`src/rtl/core/cpsat_pkg.sv`:
```
package cpsat_pkg;

  localparam int MAX_VERTS_DEF = 16;

  localparam int COORD_W = 16;
  localparam int WORLD_W = COORD_W + 1;
  localparam int NORM_W  = COORD_W + 1;
  localparam int PROD_W  = WORLD_W + NORM_W;
  localparam int DOT_W   = PROD_W + 1;

  localparam logic [1:0] CMD_LOAD_A = 2'd0;
  localparam logic [1:0] CMD_LOAD_B = 2'd1;
  localparam logic [1:0] CMD_TEST   = 2'd2;

  typedef enum logic [3:0] {
    ST_IDLE,
    ST_EDGE0,
    ST_EDGE1,
    ST_EDGE2,
    ST_PROJ_A,
    ST_PROJ_B,
    ST_DRAIN,
    ST_CHECK,
    ST_DONE
  } state_t;

  typedef struct packed {
    logic vld;
    logic sel_b;
    logic first;
  } proj_tag_t;

  typedef struct packed {
    logic signed [DOT_W-1:0] a_lo;
    logic signed [DOT_W-1:0] a_hi;
    logic signed [DOT_W-1:0] b_lo;
    logic signed [DOT_W-1:0] b_hi;
  } span_t;

endpackage

```
`src/rtl/core/cpsat_proj.sv`:
```
module cpsat_proj
  import cpsat_pkg::*;
(
  input  logic                      clk,
  input  logic                      rst_n,
  input  proj_tag_t                 tag_i,
  input  logic signed [COORD_W-1:0] vx_i,
  input  logic signed [COORD_W-1:0] vy_i,
  input  logic signed [COORD_W-1:0] a_ox_i,
  input  logic signed [COORD_W-1:0] a_oy_i,
  input  logic signed [COORD_W-1:0] b_ox_i,
  input  logic signed [COORD_W-1:0] b_oy_i,
  input  logic signed [NORM_W-1:0]  nx_i,
  input  logic signed [NORM_W-1:0]  ny_i,
  output span_t                     span_o,
  output logic                      busy_o
);

  proj_tag_t tag1_r, tag2_r;
  logic signed [WORLD_W-1:0] wx_r, wy_r;
  logic signed [PROD_W-1:0]  px_r, py_r;
  logic signed [COORD_W-1:0] ox, oy;
  logic signed [DOT_W-1:0]   dot;
  span_t                     span_r;

  assign ox = tag_i.sel_b ? b_ox_i : a_ox_i;
  assign oy = tag_i.sel_b ? b_oy_i : a_oy_i;

  assign dot = $signed({px_r[PROD_W-1], px_r}) + $signed({py_r[PROD_W-1], py_r});

  always_ff @(posedge clk) begin
    if (!rst_n) begin
      tag1_r <= '0;
      tag2_r <= '0;
    end else begin
      tag1_r <= tag_i;
      tag2_r <= tag1_r;
    end
  end

  // world coordinates, then products, then interval update
  always_ff @(posedge clk) begin
    wx_r <= $signed({vx_i[COORD_W-1], vx_i}) + $signed({ox[COORD_W-1], ox});
    wy_r <= $signed({vy_i[COORD_W-1], vy_i}) + $signed({oy[COORD_W-1], oy});
    px_r <= PROD_W'(wx_r) * PROD_W'(nx_i);
    py_r <= PROD_W'(wy_r) * PROD_W'(ny_i);
    if (tag2_r.vld) begin
      if (tag2_r.sel_b) begin
        if (tag2_r.first || dot < span_r.b_lo) span_r.b_lo <= dot;
        if (tag2_r.first || dot > span_r.b_hi) span_r.b_hi <= dot;
      end else begin
        if (tag2_r.first || dot < span_r.a_lo) span_r.a_lo <= dot;
        if (tag2_r.first || dot > span_r.a_hi) span_r.a_hi <= dot;
      end
    end
  end

  assign span_o = span_r;
  assign busy_o = tag_i.vld | tag1_r.vld | tag2_r.vld;

endmodule

```
`src/rtl/core/convex_polygon_sat_collision.sv`:
```
// load beats are cmd 0/1; a test projects on the axis of each edge of A then B in turn,
//   stopping at the first separating axis, or skips the axis loop on an empty polygon
// the axis loop reads one vertex per cycle from the per-polygon vertex memories
// a result waits in the output register while vertex loads are still accepted
// synchronous active-low reset clears counts, overflow flag and handshake state;
//   vertex memories are not cleared
module convex_polygon_sat_collision
  import cpsat_pkg::*;
#(
  parameter int MAX_VERTS = MAX_VERTS_DEF
) (
  input  logic         clk,
  input  logic         rst_n,
  input  logic         in_tvalid,
  output logic         in_tready,
  // vert_x, vert_y, pos_a_x, pos_a_y, pos_b_x, pos_b_y
  input  logic [95:0]  in_tdata,
  // cmd
  input  logic [1:0]   in_tuser,
  output logic         out_tvalid,
  input  logic         out_tready,
  // colliding, error, zero fill
  output logic [7:0]   out_tdata
);

  localparam int CNT_W = $clog2(MAX_VERTS + 1);
  localparam int IDX_W = (MAX_VERTS > 1) ? $clog2(MAX_VERTS) : 1;
  localparam logic [CNT_W-1:0] MAX_CNT = CNT_W'(MAX_VERTS);
  localparam logic [CNT_W-1:0] ONE_CNT = CNT_W'(1);

  logic [2*COORD_W-1:0] mem_a [MAX_VERTS];
  logic [2*COORD_W-1:0] mem_b [MAX_VERTS];
  logic [2*COORD_W-1:0] rd_a_r, rd_b_r;

  state_t state_r, state_nxt;
  logic [CNT_W-1:0] count_a_r, count_b_r;
  logic             ovf_r;
  logic             edge_b_r;
  logic [IDX_W-1:0] edge_idx_r, proj_idx_r;
  proj_tag_t        tag0_r;
  logic             err_r, hit_r;
  logic             out_valid_r, out_coll_r, out_err_r;

  logic signed [COORD_W-1:0] pos_a_x_r, pos_a_y_r, pos_b_x_r, pos_b_y_r;
  logic signed [COORD_W-1:0] prev_x_r, prev_y_r;
  logic signed [NORM_W-1:0]  nx_r, ny_r;

  logic [1:0]          cmd;
  logic [COORD_W-1:0]  vert_x, vert_y;
  logic                in_fire, is_test, empty;
  logic [CNT_W-1:0]    edge_cnt, edge_cnt_m1, edge_nxt_cnt, proj_nxt_cnt;
  logic [IDX_W-1:0]    prev_idx;
  logic                edge_last, last_a, last_b, sep, out_free;
  logic [2*COORD_W-1:0] edge_rd;
  logic signed [COORD_W-1:0] cur_x, cur_y;

  logic [IDX_W-1:0] addr_a, addr_b;
  proj_tag_t        iss_tag;
  logic             we_a, we_b, ovf_set, test_go, cap_prev, cap_norm, done_fire;

  span_t span;
  logic  proj_busy;

  assign cmd    = in_tuser;
  assign vert_x = in_tdata[15:0];
  assign vert_y = in_tdata[31:16];

  assign in_tready = (state_r == ST_IDLE);
  assign in_fire   = in_tvalid & in_tready;
  assign is_test   = (cmd == CMD_TEST);
  assign empty     = (count_a_r == '0) | (count_b_r == '0);

  assign edge_cnt     = edge_b_r ? count_b_r : count_a_r;
  assign edge_cnt_m1  = edge_cnt - ONE_CNT;
  assign prev_idx     = (edge_idx_r == '0) ? edge_cnt_m1[IDX_W-1:0] : edge_idx_r - IDX_W'(1);
  assign edge_nxt_cnt = CNT_W'(edge_idx_r) + ONE_CNT;
  assign edge_last    = (edge_nxt_cnt == edge_cnt);
  assign proj_nxt_cnt = CNT_W'(proj_idx_r) + ONE_CNT;
  assign last_a       = (proj_nxt_cnt == count_a_r);
  assign last_b       = (proj_nxt_cnt == count_b_r);
  assign out_free     = ~out_valid_r | out_tready;

  assign edge_rd = edge_b_r ? rd_b_r : rd_a_r;
  assign cur_x   = edge_rd[COORD_W-1:0];
  assign cur_y   = edge_rd[2*COORD_W-1:COORD_W];

  assign sep = (span.a_lo > span.b_hi) || (span.a_hi < span.b_lo);

  // next state
  always_comb begin
    state_nxt = state_r;
    unique case (state_r)
      ST_IDLE: begin
        if (in_fire && is_test) state_nxt = empty ? ST_DONE : ST_EDGE0;
      end
      ST_EDGE0:  state_nxt = ST_EDGE1;
      ST_EDGE1:  state_nxt = ST_EDGE2;
      ST_EDGE2:  state_nxt = ST_PROJ_A;
      ST_PROJ_A: if (last_a) state_nxt = ST_PROJ_B;
      ST_PROJ_B: if (last_b) state_nxt = ST_DRAIN;
      ST_DRAIN:  if (!proj_busy) state_nxt = ST_CHECK;
      ST_CHECK: begin
        priority if (sep) state_nxt = ST_DONE;
        else if (edge_last && edge_b_r) state_nxt = ST_DONE;
        else state_nxt = ST_EDGE0;
      end
      ST_DONE:   if (out_free) state_nxt = ST_IDLE;
      default:   state_nxt = ST_IDLE;
    endcase
  end

  // sequencer outputs
  always_comb begin
    addr_a    = proj_idx_r;
    addr_b    = proj_idx_r;
    iss_tag   = '0;
    we_a      = 1'b0;
    we_b      = 1'b0;
    ovf_set   = 1'b0;
    test_go   = 1'b0;
    cap_prev  = 1'b0;
    cap_norm  = 1'b0;
    done_fire = 1'b0;
    unique case (state_r)
      ST_IDLE: begin
        if (in_fire) begin
          unique case (cmd)
            CMD_LOAD_A: begin
              if (count_a_r >= MAX_CNT) ovf_set = 1'b1;
              else we_a = 1'b1;
            end
            CMD_LOAD_B: begin
              if (count_b_r >= MAX_CNT) ovf_set = 1'b1;
              else we_b = 1'b1;
            end
            CMD_TEST: test_go = 1'b1;
            default: ;
          endcase
        end
      end
      ST_EDGE0: begin
        addr_a = prev_idx;
        addr_b = prev_idx;
      end
      ST_EDGE1: begin
        addr_a   = edge_idx_r;
        addr_b   = edge_idx_r;
        cap_prev = 1'b1;
      end
      ST_EDGE2: cap_norm = 1'b1;
      ST_PROJ_A: begin
        iss_tag.vld   = 1'b1;
        iss_tag.sel_b = 1'b0;
        iss_tag.first = (proj_idx_r == '0);
      end
      ST_PROJ_B: begin
        iss_tag.vld   = 1'b1;
        iss_tag.sel_b = 1'b1;
        iss_tag.first = (proj_idx_r == '0);
      end
      ST_DRAIN: ;
      ST_CHECK: ;
      ST_DONE:  done_fire = out_free;
      default: ;
    endcase
  end

  // vertex stores and registered vertex reads
  always_ff @(posedge clk) begin
    if (we_a) mem_a[count_a_r[IDX_W-1:0]] <= {vert_y, vert_x};
    if (we_b) mem_b[count_b_r[IDX_W-1:0]] <= {vert_y, vert_x};
    rd_a_r <= mem_a[addr_a];
    rd_b_r <= mem_b[addr_b];
  end

  always_ff @(posedge clk) begin
    if (!rst_n) begin
      state_r     <= ST_IDLE;
      count_a_r   <= '0;
      count_b_r   <= '0;
      ovf_r       <= 1'b0;
      edge_b_r    <= 1'b0;
      edge_idx_r  <= '0;
      proj_idx_r  <= '0;
      tag0_r      <= '0;
      out_valid_r <= 1'b0;
    end else begin
      state_r <= state_nxt;
      tag0_r  <= iss_tag;
      if (we_a) count_a_r <= count_a_r + ONE_CNT;
      if (we_b) count_b_r <= count_b_r + ONE_CNT;
      if (ovf_set) ovf_r <= 1'b1;
      if (test_go) begin
        edge_b_r   <= 1'b0;
        edge_idx_r <= '0;
        proj_idx_r <= '0;
      end
      if (state_r == ST_PROJ_A) proj_idx_r <= last_a ? '0 : proj_nxt_cnt[IDX_W-1:0];
      if (state_r == ST_PROJ_B) proj_idx_r <= last_b ? '0 : proj_nxt_cnt[IDX_W-1:0];
      if (state_r == ST_CHECK && !sep) begin
        if (edge_last) begin
          edge_idx_r <= '0;
          edge_b_r   <= 1'b1;
        end else begin
          edge_idx_r <= edge_nxt_cnt[IDX_W-1:0];
        end
      end
      if (done_fire) begin
        out_valid_r <= 1'b1;
        count_a_r   <= '0;
        count_b_r   <= '0;
        ovf_r       <= 1'b0;
      end else if (out_tready) begin
        out_valid_r <= 1'b0;
      end
    end
  end

  always_ff @(posedge clk) begin
    if (test_go) begin
      pos_a_x_r <= in_tdata[47:32];
      pos_a_y_r <= in_tdata[63:48];
      pos_b_x_r <= in_tdata[79:64];
      pos_b_y_r <= in_tdata[95:80];
      err_r     <= ovf_r | empty;
      hit_r     <= 1'b0;
    end
    if (state_r == ST_CHECK && !sep && edge_last && edge_b_r) hit_r <= 1'b1;
    if (cap_prev) begin
      prev_x_r <= cur_x;
      prev_y_r <= cur_y;
    end
    // perpendicular of the edge from the previous vertex to this one
    if (cap_norm) begin
      nx_r <= $signed({cur_y[COORD_W-1], cur_y}) - $signed({prev_y_r[COORD_W-1], prev_y_r});
      ny_r <= $signed({prev_x_r[COORD_W-1], prev_x_r}) - $signed({cur_x[COORD_W-1], cur_x});
    end
    if (done_fire) begin
      out_coll_r <= hit_r;
      out_err_r  <= err_r;
    end
  end

  cpsat_proj u_proj (
    .clk    (clk),
    .rst_n  (rst_n),
    .tag_i  (tag0_r),
    .vx_i   (tag0_r.sel_b ? rd_b_r[COORD_W-1:0] : rd_a_r[COORD_W-1:0]),
    .vy_i   (tag0_r.sel_b ? rd_b_r[2*COORD_W-1:COORD_W] : rd_a_r[2*COORD_W-1:COORD_W]),
    .a_ox_i (pos_a_x_r),
    .a_oy_i (pos_a_y_r),
    .b_ox_i (pos_b_x_r),
    .b_oy_i (pos_b_y_r),
    .nx_i   (nx_r),
    .ny_i   (ny_r),
    .span_o (span),
    .busy_o (proj_busy)
  );

  assign out_tvalid = out_valid_r;
  assign out_tdata  = {6'b0, out_err_r, out_coll_r};

  a_idle_drained: assert property (@(posedge clk) disable iff (!rst_n)
    in_tready |-> !proj_busy)
    else $error("projection pipeline busy while accepting beats");

  a_result_from_done: assert property (@(posedge clk) disable iff (!rst_n)
    $rose(out_tvalid) |-> $past(state_r == ST_DONE))
    else $error("result raised outside done state");

  a_count_range: assert property (@(posedge clk) disable iff (!rst_n)
    (count_a_r <= MAX_CNT) && (count_b_r <= MAX_CNT))
    else $error("vertex count beyond capacity");

  a_proj_a_in_range: assert property (@(posedge clk) disable iff (!rst_n)
    (state_r == ST_PROJ_A) |-> (CNT_W'(proj_idx_r) < count_a_r))
    else $error("read of unfilled entry of polygon a");

  a_proj_b_in_range: assert property (@(posedge clk) disable iff (!rst_n)
    (state_r == ST_PROJ_B) |-> (CNT_W'(proj_idx_r) < count_b_r))
    else $error("read of unfilled entry of polygon b");

endmodule
```
`config.mk`:
```
export PLATFORM = sky130hd
export DESIGN_NAME = convex_polygon_sat_collision
export DESIGN_NICKNAME = d
export VERILOG_FILES = /design/src/rtl/core/cpsat_pkg.sv /design/src/rtl/core/cpsat_proj.sv /design/src/rtl/core/convex_polygon_sat_collision.sv
export SDC_FILE = /design/constraint.sdc
export NUM_CORES = 2
export LEC_CHECK = 0
export BUFFER_PORTS_ARGS = -buffer_cell sky130_fd_sc_hd__buf_2
export CORE_MARGIN = 5
export CORE_UTILIZATION = 60
export DETAILED_ROUTE_END_ITERATION = 10
export PLACE_DENSITY_LB_ADDON = 0.15
export SYNTH_ARGS = -nofsm -noshare
export SYNTH_HDL_FRONTEND = slang
export SYNTH_SLANG_ARGS = --single-unit
```
`constraint.sdc`:
```
create_clock -name clk -period 9 [get_ports clk]
set_clock_uncertainty 0.1 [all_clocks]
set_input_delay 0 -clock clk [delete_from_list [all_inputs] [get_ports clk]]
set_output_delay 0 -clock clk [all_outputs]
set_load 0.02 [all_outputs]
```
==> out/qor.txt <==
Status: completed
Pin count of the biggest net entering global routing: 140
Placer Congestion: 0.869
CTS Root Buffer Type: clkbuf_16
Synth async-reset ratio: 0
Core area: 141000 um^2
DP Worst Slack: 2.09 ns
Setup repair bufs after CTS: 0
# rows: 138
Detail Route Antenna Nets: 0
Tmin final: 6.94 ns
Max Root-Sink Buffers: 3
Number of synthesized flops with an enable pin: 1297
Setup violators final: 0
Antenna violations before repair: 19
Global routing usage on met1: 0.376
Fillers: 9886
Dominant cell type by area after synthesis: edfxtp_1
Synth Area per Inst: 13.9 um^2
Synth Warn #: 0
Fmax: 0.144 GHz
Chip Width: 386 um
First-pass GRT wire length: 314000 um
Clk_lat worst skew: 0.80 ns
Hold Fails Final Rpt: 0
DRC errors left: 0
Max-Cap Viols: 0
CP max FO: 17
Most common cell in the netlist: edfxtp_1
Routed len/inst: 24.3 um
Final slew viol count: 0
Fin nets: 7643
M3 GR Usage: 0.0460
Post-synthesis sequential area ratio: 0.506
VDD IR max: 0.816 mV
Yosys reg bits: 1498
Post-layout worst setup margin: 2.06 ns
GRT Overall Usage: 0.283
I/O Pins: 112
Period utilization: 0.772
Class of the worst hold path: in2reg
GR peak layer: met2
Yosys cell types: 78
Drt pass-1 iters: 5
Reg clk slew, reported paths: 0.06 ns
Crit path launch type: flop
Initial DRC Count: 4217
Pwr dens: 378 nW/um^2
H-tree levels: 4
Crit. End Element: flop
Top cells by count, synth: edfxtp_1 (1297), inv_1 (864), fa_1 (597)
Initial Utilization: 0.602
CP arrival: 7.52 ns
GR Layer Usage met2: 0.489
WS Path Type: reg2reg
Total CTS buffers: 156
Die H: 386 um
Final wirelength: 206000 um
Vias in the first global route: 51719
Vias: 50082
RSZ-0062 raised after global routing: false
Synth top area share: 0.459
Area Overhead vs Synth: 11.7%
Relative slew margins: 0.236
Die footprint: 149000 um^2
Leak: 38.6 nW
Share of cells above drive strength 1: 0.124
CTS Sinks: 1498
Tightest Pin Transition: 1.14 ns
Sum Neg Setup Slack: 0 ns
Cell Area, Synth: 84900 um^2
Largest cells by area after synthesis: edfxtp_1 (46%), fa_1 (14%), ha_1 (7.2%)
Syn Inst Count: 6129
Overall Power: 0.0358 W
CTS tree: built
Via/cell ratio: 5.91
Global route overflow: 0
Main synth FF type: edfxtp_1
WP data required: 9.58 ns
PortBufs: 105
Hpwl dp: 137000 um
[timing repair]
action,CTS,global route
gates resized for setup,0,0
hold buffers,171,0
hold endpoints to repair,1129,0
[metal layers]
metal,wire length (um),vias to the layer above,share of wire
met1,81200,25815,0.39
met3,14000,320,0.068
met5,40,-,0.00019
li1,-,22179,-
met4,6280,6,0.030
met2,105000,1762,0.51
[final cells by class]
type / instances / area, um^2 / area share
clock inverters: 88 / 1070 / 0.0113
diodes: 6 / 15.0 / 0.000158
inverters: 864 / 3240 / 0.0342
repair buffers: 364 / 2960 / 0.0312
well taps: 1890 / 2360 / 0.0249
multi-input cells: 3572 / 38000 / 0.401
flip-flops and latches: 1498 / 43000 / 0.453
clock buffers: 199 / 4180 / 0.0441
[where the power goes]
group	switching (W)	internal (W)	total (W)
clock network	0.00280	0.00374	0.00654
logic	0.0118	0.00875	0.0206
registers	0.000296	0.00842	0.00871
[kinds of logic after synthesis]
family	Yosys count	share of synthesized area
fa+ha+maj	1085	0.213
compound gates	681	0.0519
xor+xnor	172	0.0177
mux	429	0.0894
buf+inv	1064	0.0497
simple gates	1199	0.0724
other cells	1	0.0000442
flops	1498	0.506
[flip-flops by register name, indices dropped and copies added, names as in the netlist, 17 cells and up]
name	count
u_proj.px_r	34
u_proj.wy_r	17
ny_r	17
mem_b	512
nx_r	17
rd_a_r	32
u_proj.wx_r	17
mem_a	512
rd_b_r	32
u_proj.py_r	34
u_proj.span_o	140
[path summary, 6_finish.rpt]
path / startpoint / end / slack [ns] / cells after the start
setup / recovery: u_proj.wx_r[6] / u_proj.px_r[32] / 2.06 / 21
hold / removal: rst_n / edge_idx_r[0] / 0.09 / 3
setup reg to reg: u_proj.wx_r[6] / u_proj.px_r[32] / 2.06 / 21
hold reg to reg: tag0_r[0] / u_proj.tag1_r[0] / 0.33 / 1
[per-stage QoR]
step / util / area [um^2] / hold slack (ns) / cells
2_1_floorplan: - / 84900 / -0.00113 / 6134
3_3_place_gp: 0.623 / 87900 / 0.0760 / 8017
3_5_place_dp: 0.623 / 87900 / 0.0781 / 8017
4_1_cts: 0.672 / 94800 / 0.0277 / 8475
5_1_grt: 0.672 / 94800 / 0.110 / 8477
6_report: 0.672 / 94800 / 0.0905 / 8481
[cells in the final DEF (no fill, tap or decap), types with 78 or more instances in the layout]
cell type      count
nor2b_1          120
dlygate4sd3_1    171
ha_1             488
o21ai_0           96
a21o_1           116
buf_2            105
a21oi_1          229
nand2_1          351
and2_1           300
xnor2_1          125
buf_4             83
nor2_1           149
mux2_2            78
fa_1             597
clkbuf_16        158
a211oi_1          80
dfxtp_1          199
inv_1            863
mux2i_1           95
edfxtp_1        1297
mux4_2           256
[critical path, stage by stage (launching register included)]
cell and delay [ns]:
dfxtp_1 0.87, and2_1 0.24, fa_1 0.41, inv_1 0.08, fa_1 0.43, fa_1 0.51
inv_1 0.05, fa_1 0.48, fa_1 0.49, inv_1 0.05, fa_1 0.47, inv_1 0.04
ha_1 0.33, a21o_1 0.18, a21o_1 0.17, a21o_1 0.17, a221o_1 0.35, a31oi_1 0.24
o21ai_1 0.24, a2111o_1 0.49, a2111o_1 0.37, o211ai_1 0.09
Power figures use the tool's default switching activity.
